**src/rtl/dppt_pkg.sv**
```systemverilog
// Shared types and constants for the dual pedal plausibility and torque block.
// No dependencies; every other file of the block imports this package.
package dppt_pkg;

	localparam int SAMPLE_W = 12;
	localparam int PCT_W    = 7;
	localparam int TORQUE_W = 6;
	localparam int MOTOR_W  = 10;
	localparam int COUNT_W  = 8;
	localparam int CFG_IDX_W = 4;

	// (sample - start) * 100 fits in 19 bits; one quotient bit per step
	localparam int NUM_W     = 19;
	localparam int DIV_STEPS = NUM_W;
	localparam int STEP_W    = 5;

	localparam logic [PCT_W-1:0]   PCT_FULL       = 7'd100;
	localparam logic [PCT_W-1:0]   MISMATCH_LIMIT = 7'd10;
	localparam logic [COUNT_W-1:0] STOP_LIMIT     = 8'd20;
	localparam logic [COUNT_W-1:0] COUNT_MAX      = 8'd255;

	// mean * 60 / 100 as mean * TORQUE_MUL >> 19, TORQUE_MUL just above 0.6 * 2^19
	localparam int                 TORQUE_SHIFT = 19;
	localparam logic [18:0]        TORQUE_MUL   = 19'd314580;
	// torque * 100 / 60 as torque * TPCT_MUL >> 17, TPCT_MUL just above 5/3 * 2^17
	localparam int                 TPCT_SHIFT   = 17;
	localparam logic [17:0]        TPCT_MUL     = 18'd218455;
	localparam logic [3:0]         MOTOR_MUL    = 4'd10;

	typedef enum logic [CFG_IDX_W-1:0] {
		REG_P1_UPPER = 4'd0,
		REG_P1_LOWER = 4'd1,
		REG_P2_UPPER = 4'd2,
		REG_P2_LOWER = 4'd3,
		REG_P1_START = 4'd4,
		REG_P1_SPAN  = 4'd5,
		REG_P2_START = 4'd6,
		REG_P2_SPAN  = 4'd7
	} cfg_reg_e;

	typedef struct packed {
		logic [SAMPLE_W-1:0] upper;
		logic [SAMPLE_W-1:0] lower;
		logic [SAMPLE_W-1:0] start;
		logic [SAMPLE_W-1:0] span;
	} lane_cfg_t;

	typedef struct packed {
		logic             busy;
		logic             done;
		logic             bad;
		logic [PCT_W-1:0] percent;
	} lane_res_t;

endpackage

```
**src/rtl/dppt_ifs.sv**
```systemverilog
// Handshake channel interfaces: pedal samples in, torque result out, register writes.
// Depends on dppt_pkg for field widths.
interface dppt_in_if import dppt_pkg::*; ();
	logic                valid;
	logic                ready;
	logic [SAMPLE_W-1:0] pedal1_sample;
	logic [SAMPLE_W-1:0] pedal2_sample;

	modport source (output valid, pedal1_sample, pedal2_sample, input ready);
	modport sink   (input valid, pedal1_sample, pedal2_sample, output ready);
endinterface

interface dppt_out_if import dppt_pkg::*; ();
	logic                valid;
	logic                ready;
	logic [PCT_W-1:0]    pedal1_percent;
	logic [PCT_W-1:0]    pedal2_percent;
	logic [TORQUE_W-1:0] torque_value;
	logic [PCT_W-1:0]    torque_percent;
	logic [MOTOR_W-1:0]  motor_command;
	logic [COUNT_W-1:0]  range_error_count;
	logic [COUNT_W-1:0]  mismatch_count;
	logic                stop_flag;

	modport source (output valid, pedal1_percent, pedal2_percent, torque_value,
		torque_percent, motor_command, range_error_count, mismatch_count, stop_flag,
		input ready);
	modport sink   (input valid, pedal1_percent, pedal2_percent, torque_value,
		torque_percent, motor_command, range_error_count, mismatch_count, stop_flag,
		output ready);
endinterface

interface dppt_cfg_if import dppt_pkg::*; ();
	logic                 valid;
	logic                 ready;
	logic [CFG_IDX_W-1:0] index;
	logic [SAMPLE_W-1:0]  data;

	modport source (output valid, index, data, input ready);
	modport sink   (input valid, index, data, output ready);
endinterface

```
**src/rtl/dppt_lane.sv**
```systemverilog
// One sensor lane: window check and travel percent by a bit-serial restoring divider.
// Depends on dppt_pkg.
module dppt_lane import dppt_pkg::*; (
	input  logic                clk,
	input  logic                arst_n,
	input  logic                start,
	input  logic [SAMPLE_W-1:0] sample,
	input  lane_cfg_t           cfg,
	output lane_res_t           res
);

	logic                busy_q;
	logic                done_q;
	logic [STEP_W-1:0]   step_q;
	logic [SAMPLE_W-1:0] rem_q;
	logic [NUM_W-1:0]    num_q;
	logic [SAMPLE_W-1:0] span_q;
	logic                below_q;
	logic                zspan_q;
	logic                bad_q;

	logic [SAMPLE_W-1:0] delta;
	logic [NUM_W-1:0]    scaled;
	logic [SAMPLE_W:0]   trial;
	logic                ge;
	logic [SAMPLE_W:0]   trial_sub;

	always_comb begin
		delta     = (sample >= cfg.start) ? sample - cfg.start : '0;
		scaled    = NUM_W'(delta) * NUM_W'(PCT_FULL);
		trial     = {rem_q, num_q[NUM_W-1]};
		ge        = trial >= {1'b0, span_q};
		trial_sub = trial - {1'b0, span_q};
	end

	always_ff @(posedge clk or negedge arst_n) begin
		if (!arst_n) begin
			busy_q <= 1'b0;
			done_q <= 1'b0;
			step_q <= '0;
		end else begin
			done_q <= 1'b0;
			if (start) begin
				busy_q <= 1'b1;
				step_q <= '0;
			end else if (busy_q) begin
				if (step_q == STEP_W'(DIV_STEPS - 1)) begin
					busy_q <= 1'b0;
					done_q <= 1'b1;
				end
				step_q <= step_q + 1'b1;
			end
		end
	end

	always_ff @(posedge clk) begin
		if (start) begin
			rem_q   <= '0;
			num_q   <= scaled;
			span_q  <= cfg.span;
			below_q <= sample < cfg.start;
			zspan_q <= cfg.span == '0;
			bad_q   <= (sample > cfg.upper) || (sample < cfg.lower);
		end else if (busy_q) begin
			// shift in one quotient bit per cycle
			rem_q <= ge ? trial_sub[SAMPLE_W-1:0] : trial[SAMPLE_W-1:0];
			num_q <= {num_q[NUM_W-2:0], ge};
		end
	end

	always_comb begin
		res.busy = busy_q;
		res.done = done_q;
		res.bad  = bad_q;
		priority if (below_q)
			res.percent = '0;
		else if (zspan_q || num_q > NUM_W'(PCT_FULL))
			res.percent = PCT_FULL;
		else
			res.percent = num_q[PCT_W-1:0];
	end

endmodule

```
**src/rtl/dppt_merge.sv**
```systemverilog
// Merging stage: fault counters, stop latch, torque scaling and the output register.
// Depends on dppt_pkg and the output channel interface.
module dppt_merge import dppt_pkg::*; (
	input  logic             clk,
	input  logic             arst_n,
	input  lane_res_t        lane1,
	input  lane_res_t        lane2,
	output logic             s1_busy,
	dppt_out_if.source       out_ch
);

	logic [COUNT_W-1:0]  rng_q;
	logic [COUNT_W-1:0]  mis_q;
	logic                stop_q;

	logic [COUNT_W-1:0]  rng_next;
	logic [COUNT_W-1:0]  mis_next;
	logic                stop_next;
	logic [PCT_W-1:0]    diff;
	logic [PCT_W:0]      sum;
	logic [PCT_W-1:0]    mean;
	logic [25:0]         torque_prod;

	logic                valid_s1;
	logic [PCT_W-1:0]    p1_s1;
	logic [PCT_W-1:0]    p2_s1;
	logic [TORQUE_W-1:0] torque_s1;
	logic [COUNT_W-1:0]  rng_s1;
	logic [COUNT_W-1:0]  mis_s1;
	logic                stop_s1;

	logic [23:0]         tpct_prod;
	logic [MOTOR_W-1:0]  motor;
	logic                load_out;

	logic                valid_q;
	logic [PCT_W-1:0]    p1_q;
	logic [PCT_W-1:0]    p2_q;
	logic [TORQUE_W-1:0] torque_q;
	logic [PCT_W-1:0]    tpct_q;
	logic [MOTOR_W-1:0]  motor_q;
	logic [COUNT_W-1:0]  rng_out_q;
	logic [COUNT_W-1:0]  mis_out_q;
	logic                stop_out_q;

	always_comb begin
		diff = (lane1.percent >= lane2.percent) ? lane1.percent - lane2.percent
		                                        : lane2.percent - lane1.percent;
		if (lane1.bad || lane2.bad)
			rng_next = (rng_q == COUNT_MAX) ? rng_q : rng_q + 1'b1;
		else
			rng_next = '0;
		if (diff > MISMATCH_LIMIT)
			mis_next = (mis_q == COUNT_MAX) ? mis_q : mis_q + 1'b1;
		else
			mis_next = '0;
		stop_next   = stop_q || rng_next >= STOP_LIMIT || mis_next >= STOP_LIMIT;
		sum         = {1'b0, lane1.percent} + {1'b0, lane2.percent};
		mean        = sum[PCT_W:1];
		torque_prod = 26'(mean) * 26'(TORQUE_MUL);
		tpct_prod   = 24'(torque_s1) * 24'(TPCT_MUL);
		motor       = MOTOR_W'(torque_s1) * MOTOR_W'(MOTOR_MUL);
		load_out    = valid_s1 && (!valid_q || out_ch.ready);
	end

	always_ff @(posedge clk or negedge arst_n) begin
		if (!arst_n) begin
			rng_q    <= '0;
			mis_q    <= '0;
			stop_q   <= 1'b0;
			valid_s1 <= 1'b0;
			valid_q  <= 1'b0;
		end else begin
			if (lane1.done) begin
				rng_q    <= rng_next;
				mis_q    <= mis_next;
				stop_q   <= stop_next;
				valid_s1 <= 1'b1;
			end else if (load_out) begin
				valid_s1 <= 1'b0;
			end
			if (load_out)
				valid_q <= 1'b1;
			else if (out_ch.ready)
				valid_q <= 1'b0;
		end
	end

	always_ff @(posedge clk) begin
		if (lane1.done) begin
			p1_s1     <= lane1.percent;
			p2_s1     <= lane2.percent;
			torque_s1 <= torque_prod[TORQUE_SHIFT+TORQUE_W-1:TORQUE_SHIFT];
			rng_s1    <= rng_next;
			mis_s1    <= mis_next;
			stop_s1   <= stop_next;
		end
		if (load_out) begin
			p1_q       <= p1_s1;
			p2_q       <= p2_s1;
			torque_q   <= torque_s1;
			tpct_q     <= tpct_prod[TPCT_SHIFT+PCT_W-1:TPCT_SHIFT];
			motor_q    <= motor;
			rng_out_q  <= rng_s1;
			mis_out_q  <= mis_s1;
			stop_out_q <= stop_s1;
		end
	end

	assign s1_busy                  = valid_s1;
	assign out_ch.valid             = valid_q;
	assign out_ch.pedal1_percent    = p1_q;
	assign out_ch.pedal2_percent    = p2_q;
	assign out_ch.torque_value      = torque_q;
	assign out_ch.torque_percent    = tpct_q;
	assign out_ch.motor_command     = motor_q;
	assign out_ch.range_error_count = rng_out_q;
	assign out_ch.mismatch_count    = mis_out_q;
	assign out_ch.stop_flag         = stop_out_q;

endmodule

```
**src/rtl/dual_pedal_plausibility_torque.sv**
```systemverilog
// Dual pedal plausibility check and torque request, top level.
// An accepted item runs through the lane dividers, then the merge stage register, then the output register.
// The two lane dividers retire one quotient bit a cycle over 19 steps, and a new item is not taken
// before the previous one has left the lanes and the merge stage has drained.
// Reset: arst_n clears counters, stop latch and handshake state and loads register defaults.
// Depends on dppt_pkg, dppt_ifs, dppt_lane and dppt_merge.
module dual_pedal_plausibility_torque import dppt_pkg::*; (
	input  logic      clk,
	input  logic      arst_n,
	dppt_in_if.sink   in_ch,
	dppt_out_if.source out_ch,
	dppt_cfg_if.sink  cfg
);

	lane_cfg_t lane1_cfg_q;
	lane_cfg_t lane2_cfg_q;
	lane_res_t lane1_res;
	lane_res_t lane2_res;
	logic      s1_busy;
	logic      accept;

	assign cfg.ready   = 1'b1;
	assign in_ch.ready = !lane1_res.busy && !lane1_res.done && !s1_busy;
	assign accept      = in_ch.valid && in_ch.ready;

	always_ff @(posedge clk or negedge arst_n) begin
		if (!arst_n) begin
			lane1_cfg_q <= '{upper: 12'd4095, lower: 12'd0, start: 12'd0, span: 12'd4095};
			lane2_cfg_q <= '{upper: 12'd4095, lower: 12'd0, start: 12'd0, span: 12'd4095};
		end else if (cfg.valid) begin
			unique case (cfg.index)
				REG_P1_UPPER: lane1_cfg_q.upper <= cfg.data;
				REG_P1_LOWER: lane1_cfg_q.lower <= cfg.data;
				REG_P2_UPPER: lane2_cfg_q.upper <= cfg.data;
				REG_P2_LOWER: lane2_cfg_q.lower <= cfg.data;
				REG_P1_START: lane1_cfg_q.start <= cfg.data;
				REG_P1_SPAN:  lane1_cfg_q.span  <= cfg.data;
				REG_P2_START: lane2_cfg_q.start <= cfg.data;
				REG_P2_SPAN:  lane2_cfg_q.span  <= cfg.data;
				default: ; // drop writes beyond the register list
			endcase
		end
	end

	dppt_lane u_lane1 (
		.clk    (clk),
		.arst_n (arst_n),
		.start  (accept),
		.sample (in_ch.pedal1_sample),
		.cfg    (lane1_cfg_q),
		.res    (lane1_res)
	);

	dppt_lane u_lane2 (
		.clk    (clk),
		.arst_n (arst_n),
		.start  (accept),
		.sample (in_ch.pedal2_sample),
		.cfg    (lane2_cfg_q),
		.res    (lane2_res)
	);

	dppt_merge u_merge (
		.clk     (clk),
		.arst_n  (arst_n),
		.lane1   (lane1_res),
		.lane2   (lane2_res),
		.s1_busy (s1_busy),
		.out_ch  (out_ch)
	);

	a_lanes_lockstep: assert property (@(posedge clk) disable iff (!arst_n)
		lane1_res.done == lane2_res.done && lane1_res.busy == lane2_res.busy)
		else $error("pedal lanes out of step");

	a_accept_starts: assert property (@(posedge clk) disable iff (!arst_n)
		accept |=> lane1_res.busy && lane2_res.busy)
		else $error("accepted item did not start the lanes");

	a_done_into_free: assert property (@(posedge clk) disable iff (!arst_n)
		lane1_res.done |-> !s1_busy)
		else $error("lane result arrived while merge stage occupied");

	a_stop_holds: assert property (@(posedge clk) disable iff (!arst_n)
		out_ch.valid && out_ch.stop_flag |=> !out_ch.valid || out_ch.stop_flag)
		else $error("stop flag cleared without reset");

	a_percent_range: assert property (@(posedge clk) disable iff (!arst_n)
		out_ch.valid |-> out_ch.pedal1_percent <= PCT_FULL && out_ch.pedal2_percent <= PCT_FULL)
		else $error("travel percent above full scale");

endmodule

```
**src/flat_wrapper.sv**
```systemverilog
// flat-port wrapper written by rule: the top's interface ports become plain ports
module dual_pedal_plausibility_torque_flat import dppt_pkg::*;
  (clk, arst_n, in_ch_valid, in_ch_pedal1_sample, in_ch_pedal2_sample, in_ch_ready, out_ch_valid, out_ch_pedal1_percent, out_ch_pedal2_percent, out_ch_torque_value, out_ch_torque_percent, out_ch_motor_command, out_ch_range_error_count, out_ch_mismatch_count, out_ch_stop_flag, out_ch_ready, cfg_valid, cfg_index, cfg_data, cfg_ready);
  dppt_in_if in_ch_i ();
  dppt_out_if out_ch_i ();
  dppt_cfg_if cfg_i ();
  input  logic clk;
  input  logic arst_n;
  input wire logic [$bits(in_ch_i.valid)-1:0] in_ch_valid;
  input wire logic [$bits(in_ch_i.pedal1_sample)-1:0] in_ch_pedal1_sample;
  input wire logic [$bits(in_ch_i.pedal2_sample)-1:0] in_ch_pedal2_sample;
  output wire logic [$bits(in_ch_i.ready)-1:0] in_ch_ready;
  output wire logic [$bits(out_ch_i.valid)-1:0] out_ch_valid;
  output wire logic [$bits(out_ch_i.pedal1_percent)-1:0] out_ch_pedal1_percent;
  output wire logic [$bits(out_ch_i.pedal2_percent)-1:0] out_ch_pedal2_percent;
  output wire logic [$bits(out_ch_i.torque_value)-1:0] out_ch_torque_value;
  output wire logic [$bits(out_ch_i.torque_percent)-1:0] out_ch_torque_percent;
  output wire logic [$bits(out_ch_i.motor_command)-1:0] out_ch_motor_command;
  output wire logic [$bits(out_ch_i.range_error_count)-1:0] out_ch_range_error_count;
  output wire logic [$bits(out_ch_i.mismatch_count)-1:0] out_ch_mismatch_count;
  output wire logic [$bits(out_ch_i.stop_flag)-1:0] out_ch_stop_flag;
  input wire logic [$bits(out_ch_i.ready)-1:0] out_ch_ready;
  input wire logic [$bits(cfg_i.valid)-1:0] cfg_valid;
  input wire logic [$bits(cfg_i.index)-1:0] cfg_index;
  input wire logic [$bits(cfg_i.data)-1:0] cfg_data;
  output wire logic [$bits(cfg_i.ready)-1:0] cfg_ready;
  assign in_ch_i.valid = in_ch_valid;
  assign in_ch_i.pedal1_sample = in_ch_pedal1_sample;
  assign in_ch_i.pedal2_sample = in_ch_pedal2_sample;
  assign in_ch_ready = in_ch_i.ready;
  assign out_ch_valid = out_ch_i.valid;
  assign out_ch_pedal1_percent = out_ch_i.pedal1_percent;
  assign out_ch_pedal2_percent = out_ch_i.pedal2_percent;
  assign out_ch_torque_value = out_ch_i.torque_value;
  assign out_ch_torque_percent = out_ch_i.torque_percent;
  assign out_ch_motor_command = out_ch_i.motor_command;
  assign out_ch_range_error_count = out_ch_i.range_error_count;
  assign out_ch_mismatch_count = out_ch_i.mismatch_count;
  assign out_ch_stop_flag = out_ch_i.stop_flag;
  assign out_ch_i.ready = out_ch_ready;
  assign cfg_i.valid = cfg_valid;
  assign cfg_i.index = cfg_index;
  assign cfg_i.data = cfg_data;
  assign cfg_ready = cfg_i.ready;
  dual_pedal_plausibility_torque u_core (.clk(clk), .arst_n(arst_n), .in_ch(in_ch_i), .out_ch(out_ch_i), .cfg(cfg_i));
endmodule
```
**config.mk**
```make
export PLATFORM = sky130hd
export DESIGN_NAME = dual_pedal_plausibility_torque_flat
export DESIGN_NICKNAME = d
export VERILOG_FILES = /design/src/rtl/dppt_pkg.sv /design/src/rtl/dppt_ifs.sv /design/src/rtl/dppt_lane.sv /design/src/rtl/dppt_merge.sv /design/src/rtl/dual_pedal_plausibility_torque.sv /design/src/flat_wrapper.sv
export SDC_FILE = /design/constraint.sdc
export NUM_CORES = 1
export LEC_CHECK = 0
export BUFFER_PORTS_ARGS = -buffer_cell sky130_fd_sc_hd__buf_2
export CAP_MARGIN = 30
export CORE_MARGIN = 2
export CORE_UTILIZATION = 60
export DETAILED_ROUTE_END_ITERATION = 16
export PLACE_DENSITY_LB_ADDON = 0.15
export SYNTH_ARGS = -nofsm -noshare
export SYNTH_HDL_FRONTEND = slang
export SYNTH_SLANG_ARGS = --single-unit
```
**constraint.sdc**
```tcl
create_clock -name clk -period 15.4 [get_ports clk]
set_input_delay 2.31 -clock clk [delete_from_list [all_inputs] [get_ports clk]]
set_output_delay 2.31 -clock clk [all_outputs]
set_load 0.02 [all_outputs]
```
==> report_table.html, run 1 <==
<table>
<tr><th>Metric</th><th>Value</th></tr>
<tr><th colspan="2">Routing</th></tr>
<tr><td>DRT antenna net count</td><td>0</td></tr>
<tr><td>Wire per inst</td><td>about 17 um</td></tr>
<tr><td>Number of DRC violations after detailed-routing iteration 0</td><td>approximately 770</td></tr>
<tr><td>DRC errors left</td><td>0</td></tr>
<tr><td>Overall via count from detail_route</td><td>about 15000</td></tr>
<tr><td>Total detailed-routing wirelength</td><td>43.4 mm</td></tr>
<tr><td>DR pass1 iterations</td><td>5</td></tr>
<tr><td>Routed vias/inst</td><td>between 5 and 6</td></tr>
<tr><th colspan="2">Worst setup path</th></tr>
<tr><td>Reg-to-reg setup timing slack</td><td>8.24 ns</td></tr>
<tr><td>Capturing element type of the critical path</td><td>flip-flop</td></tr>
<tr><td>Maximum fanout encountered on the critical timing path</td><td>18</td></tr>
<tr><td>Kind of start point of the critical path</td><td>primary input</td></tr>
<tr><td>Worst reg2reg path endpoint</td><td>u_core.u_merge.torque_s1[4]</td></tr>
<tr><td>Category of the critical setup timing path</td><td>in -&gt; reg</td></tr>
<tr><td>Worst path arrival time</td><td>about 8.3 ns</td></tr>
<tr><td>Number of cells on the worst reg-to-reg path</td><td>30</td></tr>
<tr><td>Data required, critical path</td><td>about 16 ns</td></tr>
<tr><td>Worst reg2reg path startpoint</td><td>u_core.u_lane2.num_q[16]</td></tr>
<tr><th colspan="2">GRT</th></tr>
<tr><td>Number of global-route vias before repair</td><td>around 15000</td></tr>
<tr><td>All-Layer GR Usage</td><td>0.245</td></tr>
<tr><td>Global-route congestion overflow total</td><td>0</td></tr>
<tr><td>Largest net degree at the start of global routing</td><td>69</td></tr>
<tr><td>Initial antenna violation count</td><td>4</td></tr>
<tr><td>First-pass GRT wire length</td><td>between 70 and 80 mm</td></tr>
<tr><th colspan="2">Floorplan</th></tr>
<tr><td>I/O pin total</td><td>around 100</td></tr>
<tr><td>Vertical die dimension</td><td>191 um</td></tr>
<tr><td>Die footprint</td><td>between 30000 and 40000 um^2</td></tr>
<tr><td>Row count</td><td>68</td></tr>
<tr><td>Die X-Extent</td><td>around 190 um</td></tr>
<tr><td>Effective utilization at floorplan</td><td>0.606</td></tr>
<tr><td>Floorplan Core Area</td><td>around 34000 um^2</td></tr>
<tr><th colspan="2">Synth</th></tr>
<tr><td>Syn Nets</td><td>between 2000 and 2500</td></tr>
<tr><td>Gate count after technology mapping</td><td>1989</td></tr>
<tr><td>YS warnings</td><td>0</td></tr>
<tr><td>Proportion of synthesized chip area in sequential cells</td><td>0.401</td></tr>
<tr><td>Top cells by area, synth</td><td>edfxtp_1 (22%), ha_1 (18%), dfrtp_1 (9.6%)</td></tr>
<tr><td>Share of the synthesized area in the top cell type</td><td>0.218</td></tr>
<tr><td>Async set or reset register ratio after synthesis</td><td>0.416</td></tr>
<tr><td>Post-synth top cells</td><td>ha_1 (294), inv_1 (258), edfxtp_1 (152)</td></tr>
<tr><td>Library cell with the largest summed area after synthesis</td><td>edfxtp_1</td></tr>
<tr><td>Synthesized area per cell</td><td>about 11 um^2</td></tr>
<tr><td>Number of distinct library cells after synthesis</td><td>between 70 and 80</td></tr>
<tr><td>Number of flip-flops and latches in the synthesized netlist</td><td>308</td></tr>
<tr><td>Most used flip-flop cell after synthesis</td><td>edfxtp_1</td></tr>
<tr><td>Number of synthesized flops with an enable pin</td><td>about 150</td></tr>
<tr><td>Post-Synthesis Cell Area</td><td>approximately 21000 um^2</td></tr>
<tr><td>Top-count cell post-synth</td><td>ha_1</td></tr>
<tr><th colspan="2">Final layout</th></tr>
<tr><td>Total number of nets in the final design</td><td>between 2000 and 2500</td></tr>
<tr><td>Proportion of layout cells with a drive suffix above 1</td><td>0.159</td></tr>
<tr><td>Final standard cell area without fillers</td><td>~23000 um^2</td></tr>
<tr><td>Layout overhead on the synthesized area</td><td>10.3%</td></tr>
<tr><td>Post-layout utilization of the core</td><td>0.669</td></tr>
<tr><th colspan="2">Clock network</th></tr>
<tr><td>Root buf cell</td><td>clkbuf_16</td></tr>
<tr><td>Number of buffers added by the clock tree synthesis step</td><td>35</td></tr>
<tr><td>Clock-pin slew reported for the worst setup and hold paths after clock tree synthesis</td><td>about 0.060 ns</td></tr>
<tr><td>Num Clock Sinks</td><td>308</td></tr>
<tr><td>Maximum root-to-sink buffer count</td><td>3</td></tr>
<tr><td>TritonCTS clock tree</td><td>yes</td></tr>
<tr><td>Count of hold-fix buffers inserted at cts</td><td>0</td></tr>
<tr><td>Post-CTS Resized</td><td>0</td></tr>
<tr><td>Clk_lat worst skew</td><td>between 0.5 and 0.6 ns</td></tr>
<tr><td>Number of levels in the clock H-tree</td><td>2</td></tr>
<tr><td>Post CTS Setup Buffer Count</td><td>0</td></tr>
<tr><th colspan="2">Power</th></tr>
<tr><td>Part of the power in registers</td><td>0.312</td></tr>
<tr><td>Design Power</td><td>about 4000 uW</td></tr>
<tr><td>Cell area power density</td><td>approximately 170 nW/um^2</td></tr>
<tr><td>Max IR drop VDD</td><td>approximately 110 uV</td></tr>
<tr><td>Leakage power total</td><td>0.0110 uW</td></tr>
<tr><td>Combinational group share of total power</td><td>0.475</td></tr>
<tr><td>Net switching power</td><td>1540 uW</td></tr>
<tr><td>Share of total power in the clock network</td><td>0.213</td></tr>
<tr><td>Switching power share of the total</td><td>0.383</td></tr>
<tr><td>Internal power contribution</td><td>roughly 2500 uW</td></tr>
<tr><th colspan="2">Timing</th></tr>
<tr><td>Fin crit share</td><td>0.523</td></tr>
<tr><td>Max-slew headroom</td><td>0.342</td></tr>
<tr><td>RSZ-0062 raised after global routing</td><td>no</td></tr>
<tr><td>Worst-case hold slack</td><td>between 0.4 and 0.5 ns</td></tr>
<tr><td>Setup TNS</td><td>0 ns</td></tr>
<tr><td>Max Freq</td><td>between 100 and 150 MHz</td></tr>
<tr><td>Setup Skew</td><td>0.0236 ns</td></tr>
<tr><td>Time the final worst path needs with I/O delays and setup</td><td>around 8.1 ns</td></tr>
<tr><td>Transition time at the pin with the least slew margin</td><td>0.983 ns</td></tr>
<tr><td>Setup-failing EPs final</td><td>0</td></tr>
<tr><td>Fin. max-slew vios</td><td>0</td></tr>
<tr><td>Hold Vio Cnt, Final</td><td>0</td></tr>
<tr><th colspan="2">Placed design</th></tr>
<tr><td>Placement-stage cell area</td><td>21900 um^2</td></tr>
<tr><td>Estimated wirelength of the detail-placed design</td><td>roughly 33 mm</td></tr>
<tr><td>Count of port buffers added during placement</td><td>between 90 and 100</td></tr>
<tr><td>Placer's final routability congestion estimate</td><td>~0.88</td></tr>
<tr><th colspan="2">Hold path</th></tr>
<tr><td>HP Start</td><td>u_core.u_merge.rng_s1[6]</td></tr>
<tr><td>Min-delay worst type</td><td>reg -&gt; reg</td></tr>
<tr><td>Worst Hold Endpoint</td><td>u_core.u_merge.out_ch.range_error_count[6]</td></tr>
<tr><td>Cell depth of the worst min-delay path</td><td>0</td></tr>
<tr><th colspan="2">Job</th></tr>
<tr><td>Number of maximum-capacitance constraint violations</td><td>0</td></tr>
<tr><th colspan="2">Outcome</th></tr>
<tr><td>Status</td><td>finished, final reports clean</td></tr>
</table>
worst max-delay path: stages:
cell and delay (ns):
buf_2 0.10, inv_1 0.12, ha_1 0.16, inv_1 0.06, fa_1 0.40, a21o_1 0.19, a31o_2 0.26, a2111oi_2 0.39
nor3_1 0.16, a41oi_1 0.18, o21ai_1 0.36, and2_1 0.32, ha_1 0.31, ha_1 0.28, inv_1 0.05, fa_1 0.49
inv_1 0.04, ha_1 0.32, a21oi_1 0.14, o21ai_0 0.15, a2111oi_0 0.57, o311ai_0 0.31, a21o_1 0.23, a21oi_1 0.17
xor2_1 0.15, o21ai_0 0.08
power groups by stage:
stage | logic (uW) | registers [uW] | clock network (uW)
after floorplan | 1480 | 1230 | 0
after global placement | 1830 | 1260 | 0
after detailed placement | 1890 | 1270 | 0
after CTS | 1920 | 1250 | 872
after global routing | 2180 | 1280 | 906
final | 1910 | 1250 | 856
area by class of cell:
class                   instances  area [um^2]
diodes                          1         2.50
clock buffers                  45          953
clock inverters                18          249
fillers                      2688        11400
inverters                     259          972
multi-input cells            1373        11300
flip-flops and latches        308         8390
well taps                     455          569
repair buffers                110          593
worst max path at each step:
stage | end | cells after the start | startpoint
floorplan | u_core.u_lane1.num_q[18] | 26 | in_ch_pedal1_sample[0]
global placement | u_core.u_lane1.num_q[18] | 26 | in_ch_pedal1_sample[0]
detailed placement | u_core.u_lane1.num_q[18] | 26 | in_ch_pedal1_sample[0]
CTS | u_core.u_lane1.num_q[18] | 26 | in_ch_pedal1_sample[0]
global route | u_core.u_lane1.num_q[18] | 26 | in_ch_pedal1_sample[0]
finish | u_core.u_lane1.num_q[18] | 26 | in_ch_pedal1_sample[0]
stage by stage:
step                std cells  setup slack [ns]
floorplan                1989              7.56
global placement         2503              6.87
detailed placement       2505              6.82
CTS                      2568              7.34
global route             2569              6.75
finish                   2569              7.34
registers in the layout (all words and copies together) (netlist names), 8 cells and up:
register / count
u_core.u_merge.mis_q: 8
u_core.u_merge.mis_s1: 8
u_core.u_merge.out_ch.range_error_count: 8
u_core.u_lane1.num_q: 19
u_core.u_lane1.span_q: 12
u_core.u_lane2.num_q: 19
u_core.u_lane2.span_q: 12
u_core.u_merge.out_ch.mismatch_count: 8
u_core.u_lane1.rem_q: 12
u_core.lane2_cfg_q: 48
u_core.u_lane2.rem_q: 12
u_core.u_merge.rng_s1: 8
u_core.u_merge.rng_q: 8
u_core.lane1_cfg_q: 48
kinds of logic (layout without fill, tap and decap cells):
group / count (synthesis) / in the layout / synth area share
AND/OR/NAND/NOR: 437 / 437 / 0.102
XOR/XNOR: 100 / 100 / 0.0419
AO/OA/AOI/OAI: 384 / 384 / 0.118
flip-flops: 308 / 308 / 0.401
buffers and inverters: 308 / 432 / 0.0570
multiplexers: 108 / 108 / 0.0568
other: 2 / 3 / 0.000359
adder cells (fa/ha/maj): 342 / 342 / 0.222
layout by cell type (no fill, tap or decap), types with 13 or more instances in the layout:
cell type and n:
nand3_1 40, nor3_1 32, a21oi_1 102, nand4_1 25
xor2_1 48, nor2_1 98, nor4_1 15, mux2i_1 23
nand2_1 122, inv_1 257, buf_2 98, dfstp_2 48
dfxtp_1 28, mux2_2 85, nor2b_1 16, edfxtp_1 152
dfrtp_1 79, and3_1 13, nand2b_1 13, xnor2_1 52
o21ai_0 112, a211oi_1 14, clkbuf_16 35, and2_1 27
ha_1 294, a21o_1 49, fa_1 48
layer usage:
metal	vias up	track usage	wire length, um
met3	74	0.0344	1880
li1	7210	-	-
met4	2	0.0760	1250
met2	300	0.432	21200
met1	7050	0.311	19100
met5	-	0.00137	7
No activity file was read; power rests on OpenSTA's default activity.
==> run 2, diff against run 1 <==
--- a/config.mk
+++ b/config.mk
@@ -5,10 +5,11 @@
 export SDC_FILE = /design/constraint.sdc
 export NUM_CORES = 1
 export LEC_CHECK = 0
+export ABC_AREA = 1
 export BUFFER_PORTS_ARGS = -buffer_cell sky130_fd_sc_hd__buf_2
 export CAP_MARGIN = 30
 export CORE_MARGIN = 2
-export CORE_UTILIZATION = 60
+export CORE_UTILIZATION = 57
 export DETAILED_ROUTE_END_ITERATION = 16
 export PLACE_DENSITY_LB_ADDON = 0.15
 export SYNTH_ARGS = -nofsm -noshare
==> constraint.sdc (replaced) <==
create_clock -name clk -period 6.8 [get_ports clk]
set_input_delay 1.02 -clock clk [delete_from_list [all_inputs] [get_ports clk]]
set_output_delay 1.02 -clock clk [all_outputs]
set_load 0.02 [all_outputs]
==> report_table.html, run 2 <==
<table>
<tr><th>Metric</th><th>Value</th></tr>
<tr><th colspan="2">Routing</th></tr>
<tr><td>DRC errors left</td><td>0</td></tr>
<tr><td>Overall via count from detail_route</td><td>about 17000</td></tr>
<tr><td>Number of DRC violations after detailed-routing iteration 0</td><td>912</td></tr>
<tr><td>DRT antenna net count</td><td>0</td></tr>
<tr><td>DR pass1 iterations</td><td>7</td></tr>
<tr><td>Wire per inst</td><td>15.1 um</td></tr>
<tr><td>Routed vias/inst</td><td>between 5 and 6</td></tr>
<tr><td>Total detailed-routing wirelength</td><td>47.4 mm</td></tr>
<tr><th colspan="2">Synth</th></tr>
<tr><td>Async set or reset register ratio after synthesis</td><td>0.416</td></tr>
<tr><td>Number of distinct library cells after synthesis</td><td>66</td></tr>
<tr><td>Proportion of synthesized chip area in sequential cells</td><td>0.386</td></tr>
<tr><td>YS warnings</td><td>0</td></tr>
<tr><td>Top-count cell post-synth</td><td>nand2_1</td></tr>
<tr><td>Number of synthesized flops with an enable pin</td><td>between 150 and 200</td></tr>
<tr><td>Synthesized area per cell</td><td>slightly below 9 um^2</td></tr>
<tr><td>Gate count after technology mapping</td><td>2499</td></tr>
<tr><td>Syn Nets</td><td>approximately 2900</td></tr>
<tr><td>Post-Synthesis Cell Area</td><td>about 22000 um^2</td></tr>
<tr><td>Number of flip-flops and latches in the synthesized netlist</td><td>approximately 300</td></tr>
<tr><td>Post-synth top cells</td><td>nand2_1 (486), inv_1 (427), ha_1 (294)</td></tr>
<tr><td>Most used flip-flop cell after synthesis</td><td>edfxtp_1</td></tr>
<tr><td>Library cell with the largest summed area after synthesis</td><td>edfxtp_1</td></tr>
<tr><td>Share of the synthesized area in the top cell type</td><td>0.210</td></tr>
<tr><td>Top cells by area, synth</td><td>edfxtp_1 (21%), ha_1 (17%), dfrtp_1 (9.2%)</td></tr>
<tr><th colspan="2">Clock network</th></tr>
<tr><td>Count of hold-fix buffers inserted at cts</td><td>0</td></tr>
<tr><td>Num Clock Sinks</td><td>between 300 and 400</td></tr>
<tr><td>Post-CTS Resized</td><td>0</td></tr>
<tr><td>Clock-pin slew reported for the worst setup and hold paths after clock tree synthesis</td><td>~0.070 ns</td></tr>
<tr><td>Number of buffers added by the clock tree synthesis step</td><td>36</td></tr>
<tr><td>Number of levels in the clock H-tree</td><td>2</td></tr>
<tr><td>Clk_lat worst skew</td><td>between 0.5 and 0.6 ns</td></tr>
<tr><td>Root buf cell</td><td>clkbuf_16</td></tr>
<tr><td>Post CTS Setup Buffer Count</td><td>0</td></tr>
<tr><td>TritonCTS clock tree</td><td>yes</td></tr>
<tr><td>Maximum root-to-sink buffer count</td><td>3</td></tr>
<tr><th colspan="2">Power</th></tr>
<tr><td>Share of total power in the clock network</td><td>0.202</td></tr>
<tr><td>Combinational group share of total power</td><td>0.502</td></tr>
<tr><td>Design Power</td><td>9470 uW</td></tr>
<tr><td>Part of the power in registers</td><td>0.297</td></tr>
<tr><td>Max IR drop VDD</td><td>219 uV</td></tr>
<tr><td>Net switching power</td><td>4030 uW</td></tr>
<tr><td>Switching power share of the total</td><td>0.426</td></tr>
<tr><td>Leakage power total</td><td>0.0118 uW</td></tr>
<tr><td>Internal power contribution</td><td>~5400 uW</td></tr>
<tr><td>Cell area power density</td><td>between 300 and 400 nW/um^2</td></tr>
<tr><th colspan="2">Timing</th></tr>
<tr><td>Max-slew headroom</td><td>0.464</td></tr>
<tr><td>Setup-failing EPs final</td><td>0</td></tr>
<tr><td>Setup Skew</td><td>approximately 0.028 ns</td></tr>
<tr><td>Setup TNS</td><td>0 ns</td></tr>
<tr><td>Time the final worst path needs with I/O delays and setup</td><td>roughly 6.3 ns</td></tr>
<tr><td>Max Freq</td><td>around 160 MHz</td></tr>
<tr><td>Fin crit share</td><td>0.929</td></tr>
<tr><td>Hold Vio Cnt, Final</td><td>0</td></tr>
<tr><td>Fin. max-slew vios</td><td>0</td></tr>
<tr><td>Transition time at the pin with the least slew margin</td><td>approximately 0.8 ns</td></tr>
<tr><td>RSZ-0062 raised after global routing</td><td>no</td></tr>
<tr><td>Setup ws final</td><td>between 0.4 and 0.5 ns</td></tr>
<tr><th colspan="2">Floorplan</th></tr>
<tr><td>Die footprint</td><td>around 40000 um^2</td></tr>
<tr><td>Die X-Extent</td><td>approximately 200 um</td></tr>
<tr><td>Effective utilization at floorplan</td><td>0.578</td></tr>
<tr><td>Vertical die dimension</td><td>199 um</td></tr>
<tr><td>Row count</td><td>71</td></tr>
<tr><td>Floorplan Core Area</td><td>37600 um^2</td></tr>
<tr><td>I/O pin total</td><td>102</td></tr>
<tr><th colspan="2">GRT</th></tr>
<tr><td>Largest net degree at the start of global routing</td><td>between 50 and 60</td></tr>
<tr><td>First-pass GRT wire length</td><td>just under 80 mm</td></tr>
<tr><td>Initial antenna violation count</td><td>0</td></tr>
<tr><td>Number of global-route vias before repair</td><td>roughly 17000</td></tr>
<tr><td>Global-route congestion overflow total</td><td>0</td></tr>
<tr><td>All-Layer GR Usage</td><td>0.248</td></tr>
<tr><th colspan="2">Worst setup path</th></tr>
<tr><td>Kind of start point of the critical path</td><td>flip-flop</td></tr>
<tr><td>Worst reg2reg path endpoint</td><td>u_core.u_merge.torque_s1[5]</td></tr>
<tr><td>Reg-to-reg setup timing slack</td><td>just under 0.5 ns</td></tr>
<tr><td>Capturing element type of the critical path</td><td>flip-flop</td></tr>
<tr><td>Data required, critical path</td><td>7.08 ns</td></tr>
<tr><td>Maximum fanout encountered on the critical timing path</td><td>7</td></tr>
<tr><td>Highest cell delay on the worst timing path</td><td>slightly below 0.5 ns</td></tr>
<tr><td>Number of cells on the worst reg-to-reg path</td><td>28</td></tr>
<tr><td>Worst path arrival time</td><td>6.59 ns</td></tr>
<tr><td>Worst setup path startpoint</td><td>u_core.u_lane2.num_q[8]</td></tr>
<tr><td>Worst reg2reg path startpoint</td><td>u_core.u_lane2.num_q[8]</td></tr>
<tr><td>Category of the critical setup timing path</td><td>reg -&gt; reg</td></tr>
<tr><td>Max stage delay cell, worst path</td><td>fa_1</td></tr>
<tr><th colspan="2">Hold path</th></tr>
<tr><td>Worst Hold Endpoint</td><td>u_core.u_merge.out_ch.mismatch_count[5]</td></tr>
<tr><td>Min-delay worst type</td><td>reg -&gt; reg</td></tr>
<tr><td>HP Start</td><td>u_core.u_merge.mis_s1[5]</td></tr>
<tr><td>Cell depth of the worst min-delay path</td><td>0</td></tr>
<tr><th colspan="2">Placed design</th></tr>
<tr><td>Pre-CTS WS</td><td>approximately 0.39 ns</td></tr>
<tr><td>Estimated wirelength of the detail-placed design</td><td>approximately 37 mm</td></tr>
<tr><td>Placer's final routability congestion estimate</td><td>0.917</td></tr>
<tr><td>Count of port buffers added during placement</td><td>99</td></tr>
<tr><th colspan="2">Final layout</th></tr>
<tr><td>Area of all sequential standard cells</td><td>around 8400 um^2</td></tr>
<tr><td>Total inserted antenna cells</td><td>0</td></tr>
<tr><td>Total number of nets in the final design</td><td>approximately 3000</td></tr>
<tr><td>Area of the multi-input gates</td><td>around 11000 um^2</td></tr>
<tr><td>Fill cell total of the finished layout</td><td>between 3000 and 4000</td></tr>
<tr><td>Highest-count cells in the layout ignoring fill and taps</td><td>nand2_1 (486), inv_1 (427), ha_1 (294)</td></tr>
<tr><td>Top flop regs</td><td>u_core.lane1_cfg_q x48, u_core.lane2_cfg_q x48</td></tr>
<tr><td>Most frequent standard cell in the layout excluding fill and tap cells</td><td>nand2_1</td></tr>
<tr><td>Post-layout utilization of the core</td><td>0.638</td></tr>
<tr><td>Layout overhead on the synthesized area</td><td>10.3%</td></tr>
<tr><td>Proportion of layout cells with a drive suffix above 1</td><td>0.113</td></tr>
<tr><th colspan="2">Job</th></tr>
<tr><td>Number of maximum-capacitance constraint violations</td><td>0</td></tr>
<tr><th colspan="2">Outcome</th></tr>
<tr><td>Status</td><td>finished, final reports clean</td></tr>
</table>
[run 2: changes by cell type in the layout (fill, tap and decap cells not counted), sizes merged, moves of 47 or more]
cell   previous run  this run
nand3            41       113
a21oi           102       149
inv             259       446
o21ai           115       202
nand2           122       501
mux2             85         0
[run 2: area by class of cell]
cell class                 count  area share
clock buffer                  44      0.0406
sequential                   308       0.350
timing repair buffer         113      0.0268
multi-input combinational   1703       0.478
tap                          511      0.0267
inverter                     442      0.0695
clock inverter                21     0.00809
[run 2: kinds of logic after synthesis]
kind of cell             count (synthesis)  share of synthesized area
AO/OA/AOI/OAI                          444                      0.115
XOR/XNOR                                55                     0.0234
adder cells (fa/ha/maj)                342                      0.213
buffers and inverters                  488                     0.0875
flip-flops                             308                      0.386
other                                    2                   0.000346
AND/OR/NAND/NOR                        860                      0.174
[run 2: critical path: cells and delay by family (launching register included)]
family	cells	cell delay, ns
adders and majority gates	7	2.40
and+or+nand+nor	8	1.50
AOI/OAI and AO/OA	5	0.84
xor gates and xnor gates	3	0.62
DFF	1	0.37
buffers and inverters	5	0.31
[run 2: per-stage QoR]
step           hold WS [ns]  instance area, um^2  std cells
2_1_floorplan         0.400                21700       2499
3_3_place_gp          0.403                22700       3075
3_5_place_dp          0.405                22800       3076
4_1_cts               0.419                23900       3141
5_1_grt               0.426                24000       3142
6_report              0.417                24000       3142
[run 2: worst max path at each step]
stage | end | cells after the start
after floorplan | u_core.u_merge.torque_s1[5] | 26
after global placement | u_core.u_merge.torque_s1[4] | 30
after detailed placement | u_core.u_merge.torque_s1[5] | 28
after CTS | u_core.u_merge.torque_s1[5] | 28
after global routing | u_core.u_merge.torque_s1[2] | 28
final | u_core.u_merge.torque_s1[5] | 28
[run 2: metal layers]
metal  vias up  part of all wire  global-route usage
met1      7840              0.46               0.327
met2       330              0.47               0.418
li1       8542                 -                   -
met5         -                 0                   0
met3        98             0.039              0.0304
met4         0             0.034              0.0959
[run 2: power groups by stage]
stage	clock [uW]	sequential [uW]	combinational, uW
4_1_cts	1950	2820	4730
3_3_place_gp	0	2830	4570
5_1_grt	2020	2860	5520
2_1_floorplan	0	2780	3690
6_report	1910	2810	4750
3_5_place_dp	0	2850	4670
==> run 3, diff against run 2 <==
--- a/config.mk
+++ b/config.mk
@@ -11,6 +11,7 @@
 export CORE_MARGIN = 2
 export CORE_UTILIZATION = 57
 export DETAILED_ROUTE_END_ITERATION = 16
+export MAX_ROUTING_LAYER = met4
 export PLACE_DENSITY_LB_ADDON = 0.15
 export SYNTH_ARGS = -nofsm -noshare
 export SYNTH_HDL_FRONTEND = slang
==> report_table.html, run 3 (synthesis gave the netlist of run 2 again) <==
<table>
<tr><th>Metric</th><th>Value</th></tr>
<tr><th colspan="2">Outcome</th></tr>
<tr><td>Status</td><td>finished, final reports clean</td></tr>
<tr><th colspan="2">Clock network</th></tr>
<tr><td>Post CTS Setup Buffer Count</td><td>0</td></tr>
<tr><td>TritonCTS clock tree</td><td>yes</td></tr>
<tr><td>Clock-pin slew reported for the worst setup and hold paths after clock tree synthesis</td><td>about 0.060 ns</td></tr>
<tr><td>Root buf cell</td><td>clkbuf_16</td></tr>
<tr><td>Clk_lat worst skew</td><td>approximately 0.55 ns</td></tr>
<tr><td>Maximum root-to-sink buffer count</td><td>3</td></tr>
<tr><td>Number of buffers added by the clock tree synthesis step</td><td>35</td></tr>
<tr><td>Num Clock Sinks</td><td>roughly 310</td></tr>
<tr><td>Number of levels in the clock H-tree</td><td>2</td></tr>
<tr><td>Post-CTS Resized</td><td>0</td></tr>
<tr><td>Count of hold-fix buffers inserted at cts</td><td>0</td></tr>
<tr><th colspan="2">Final layout</th></tr>
<tr><td>Final standard cell area without fillers</td><td>about 24000 um^2</td></tr>
<tr><td>Top flop regs</td><td>u_core.lane1_cfg_q x48, u_core.lane2_cfg_q x48</td></tr>
<tr><td>Layout overhead on the synthesized area</td><td>10.4%</td></tr>
<tr><td>Proportion of layout cells with a drive suffix above 1</td><td>0.114</td></tr>
<tr><td>Fill cell total of the finished layout</td><td>between 3000 and 4000</td></tr>
<tr><td>Total inserted antenna cells</td><td>0</td></tr>
<tr><td>Highest-count cells in the layout ignoring fill and taps</td><td>nand2_1 (486), inv_1 (427), ha_1 (293)</td></tr>
<tr><td>Most frequent standard cell in the layout excluding fill and tap cells</td><td>nand2_1</td></tr>
<tr><td>Number of non-filler instances in the completed layout</td><td>about 3100</td></tr>
<tr><td>Total number of nets in the final design</td><td>about 3000</td></tr>
<tr><th colspan="2">Power</th></tr>
<tr><td>Max IR drop VDD</td><td>250 uV</td></tr>
<tr><td>Cell area power density</td><td>slightly below 400 nW/um^2</td></tr>
<tr><td>Leakage power total</td><td>between 0.01 and 0.015 uW</td></tr>
<tr><th colspan="2">Placed design</th></tr>
<tr><td>Placement-stage cell area</td><td>around 23000 um^2</td></tr>
<tr><td>Estimated wirelength of the detail-placed design</td><td>between 30 and 40 mm</td></tr>
<tr><td>Count of port buffers added during placement</td><td>just under 100</td></tr>
<tr><td>Total instance count after detailed placement</td><td>a little over 3000</td></tr>
<tr><td>Placer's final routability congestion estimate</td><td>approximately 0.95</td></tr>
<tr><th colspan="2">Routing</th></tr>
<tr><td>Total detailed-routing wirelength</td><td>47.2 mm</td></tr>
<tr><td>Number of DRC violations after detailed-routing iteration 0</td><td>900</td></tr>
<tr><td>DRT antenna net count</td><td>0</td></tr>
<tr><td>DR pass1 iterations</td><td>8</td></tr>
<tr><td>Overall via count from detail_route</td><td>~17000</td></tr>
<tr><td>Wire per inst</td><td>~15 um</td></tr>
<tr><td>Routed vias/inst</td><td>5.34</td></tr>
<tr><td>DRC errors left</td><td>0</td></tr>
<tr><th colspan="2">Timing</th></tr>
<tr><td>Worst-case hold slack</td><td>around 0.41 ns</td></tr>
<tr><td>Transition time at the pin with the least slew margin</td><td>1.02 ns</td></tr>
<tr><td>Hold Vio Cnt, Final</td><td>0</td></tr>
<tr><td>Fin crit share</td><td>0.917</td></tr>
<tr><td>Fin. max-slew vios</td><td>0</td></tr>
<tr><td>Max-slew headroom</td><td>0.318</td></tr>
<tr><td>RSZ-0062 raised after global routing</td><td>no</td></tr>
<tr><td>Setup-failing EPs final</td><td>0</td></tr>
<tr><td>Time the final worst path needs with I/O delays and setup</td><td>between 6 and 7 ns</td></tr>
<tr><td>Setup TNS</td><td>0 ns</td></tr>
<tr><td>Max Freq</td><td>~160 MHz</td></tr>
<tr><td>Setup Skew</td><td>0.0160 ns</td></tr>
<tr><th colspan="2">Floorplan</th></tr>
<tr><td>I/O pin total</td><td>102</td></tr>
<tr><td>Row count</td><td>71</td></tr>
<tr><td>Die X-Extent</td><td>roughly 200 um</td></tr>
<tr><td>Vertical die dimension</td><td>about 200 um</td></tr>
<tr><td>Die footprint</td><td>39700 um^2</td></tr>
<tr><td>Floorplan Core Area</td><td>roughly 38000 um^2</td></tr>
<tr><td>Effective utilization at floorplan</td><td>0.578</td></tr>
<tr><th colspan="2">GRT</th></tr>
<tr><td>Global-route congestion overflow total</td><td>0</td></tr>
<tr><td>Largest net degree at the start of global routing</td><td>55</td></tr>
<tr><td>Number of global-route vias before repair</td><td>~16000</td></tr>
<tr><td>Initial antenna violation count</td><td>0</td></tr>
<tr><td>All-Layer GR Usage</td><td>0.255</td></tr>
<tr><td>First-pass GRT wire length</td><td>78.9 mm</td></tr>
<tr><th colspan="2">Job</th></tr>
<tr><td>Number of maximum-capacitance constraint violations</td><td>0</td></tr>
<tr><th colspan="2">Worst setup path</th></tr>
<tr><td>Worst path arrival time</td><td>between 6 and 7 ns</td></tr>
<tr><td>Category of the critical setup timing path</td><td>reg -&gt; reg</td></tr>
<tr><td>Data required, critical path</td><td>around 7.1 ns</td></tr>
<tr><td>Kind of start point of the critical path</td><td>flip-flop</td></tr>
<tr><td>Capturing element type of the critical path</td><td>flip-flop</td></tr>
<tr><td>Maximum fanout encountered on the critical timing path</td><td>7</td></tr>
<tr><th colspan="2">Hold path</th></tr>
<tr><td>Min-delay worst type</td><td>reg -&gt; reg</td></tr>
</table>
[run 3: changes by cell type in the layout (fill, tap and decap cells not counted), sizes merged]
| cell | change |
|---|---|
| bufinv | +2 |
| clkbuf | +2 |
| clkinv | -2 |
| clkinvlp | -2 |
| buf | +1 |
| inv | -1 |
[run 3: path summary, 6_finish.rpt]
| path | from | end | slack [ns] | depth (start not counted) |
|---|---|---|---|---|
| max | u_core.u_lane1.num_q[16] | u_core.u_merge.torque_s1[4] | 0.57 | 26 |
| min | u_core.u_merge.p1_s1[0] | u_core.u_merge.out_ch.pedal1_percent[0] | 0.41 | 0 |
| max reg2reg | u_core.u_lane1.num_q[16] | u_core.u_merge.torque_s1[4] | 0.57 | 26 |
| min reg2reg | u_core.u_merge.p1_s1[0] | u_core.u_merge.out_ch.pedal1_percent[0] | 0.41 | 0 |
| max in group asynchronous | arst_n | u_core.lane2_cfg_q[35] | 5.25 | 2 |
| min in group asynchronous | arst_n | u_core.lane1_cfg_q[33] | 0.47 | 1 |
[run 3: layout make-up]
cell class / instances / area [um^2] / share of cell area
clock buffers: 46 / 1000 / 0.0417
clock inverters: 18 / 218 / 0.00907
inverters: 442 / 1660 / 0.0693
multi-input cells: 1703 / 11500 / 0.478
flip-flops and latches: 308 / 8390 / 0.350
well taps: 511 / 639 / 0.0266
repair buffers: 114 / 623 / 0.0260
[run 3: stage by stage]
stage / setup WS [ns] / utilization / total power [uW]
global route: 0.0500 / 0.639 / 10500
floorplan: 1.06 / - / 6470
finish: 0.565 / 0.639 / 9530
global placement: 0.582 / 0.605 / 7420
CTS: 0.458 / 0.638 / 9590
detailed placement: 0.506 / 0.606 / 7520
[run 3: critical path: stages (launching register included)]
cell and delay, ns:
edfxtp_1 0.38, or2_2 0.30, nor3_1 0.22, nand4_1 0.30, nor3_1 0.31, ha_1 0.24
inv_1 0.06, fa_1 0.40, inv_1 0.07, a31oi_1 0.11, nor2_1 0.11, nor2_1 0.05
o21bai_2 0.20, xor2_2 0.30, inv_2 0.08, ha_1 0.24, a21o_1 0.19, fa_1 0.50
inv_1 0.05, fa_1 0.54, inv_1 0.06, ha_1 0.33, nand3_1 0.20, nor4_1 0.38
nand4_1 0.16, nand2_1 0.11, xor2_1 0.07
[run 3: layer usage]
layer / vias up / share of wire / track usage
met1: 7735 / 0.45 / 0.331
met3: 86 / 0.051 / 0.0329
li1: 8550 / - / -
met4: 0 / 0.030 / 0.0832
met2: 398 / 0.47 / 0.416
met5: - / 0 / -
[run 3: where the power goes]
part	internal (uW)	total, uW	switching [uW]
clock	1200	1990	789
combinational	1780	4720	2940
sequential	2540	2820	287
total	5520	9530	4020
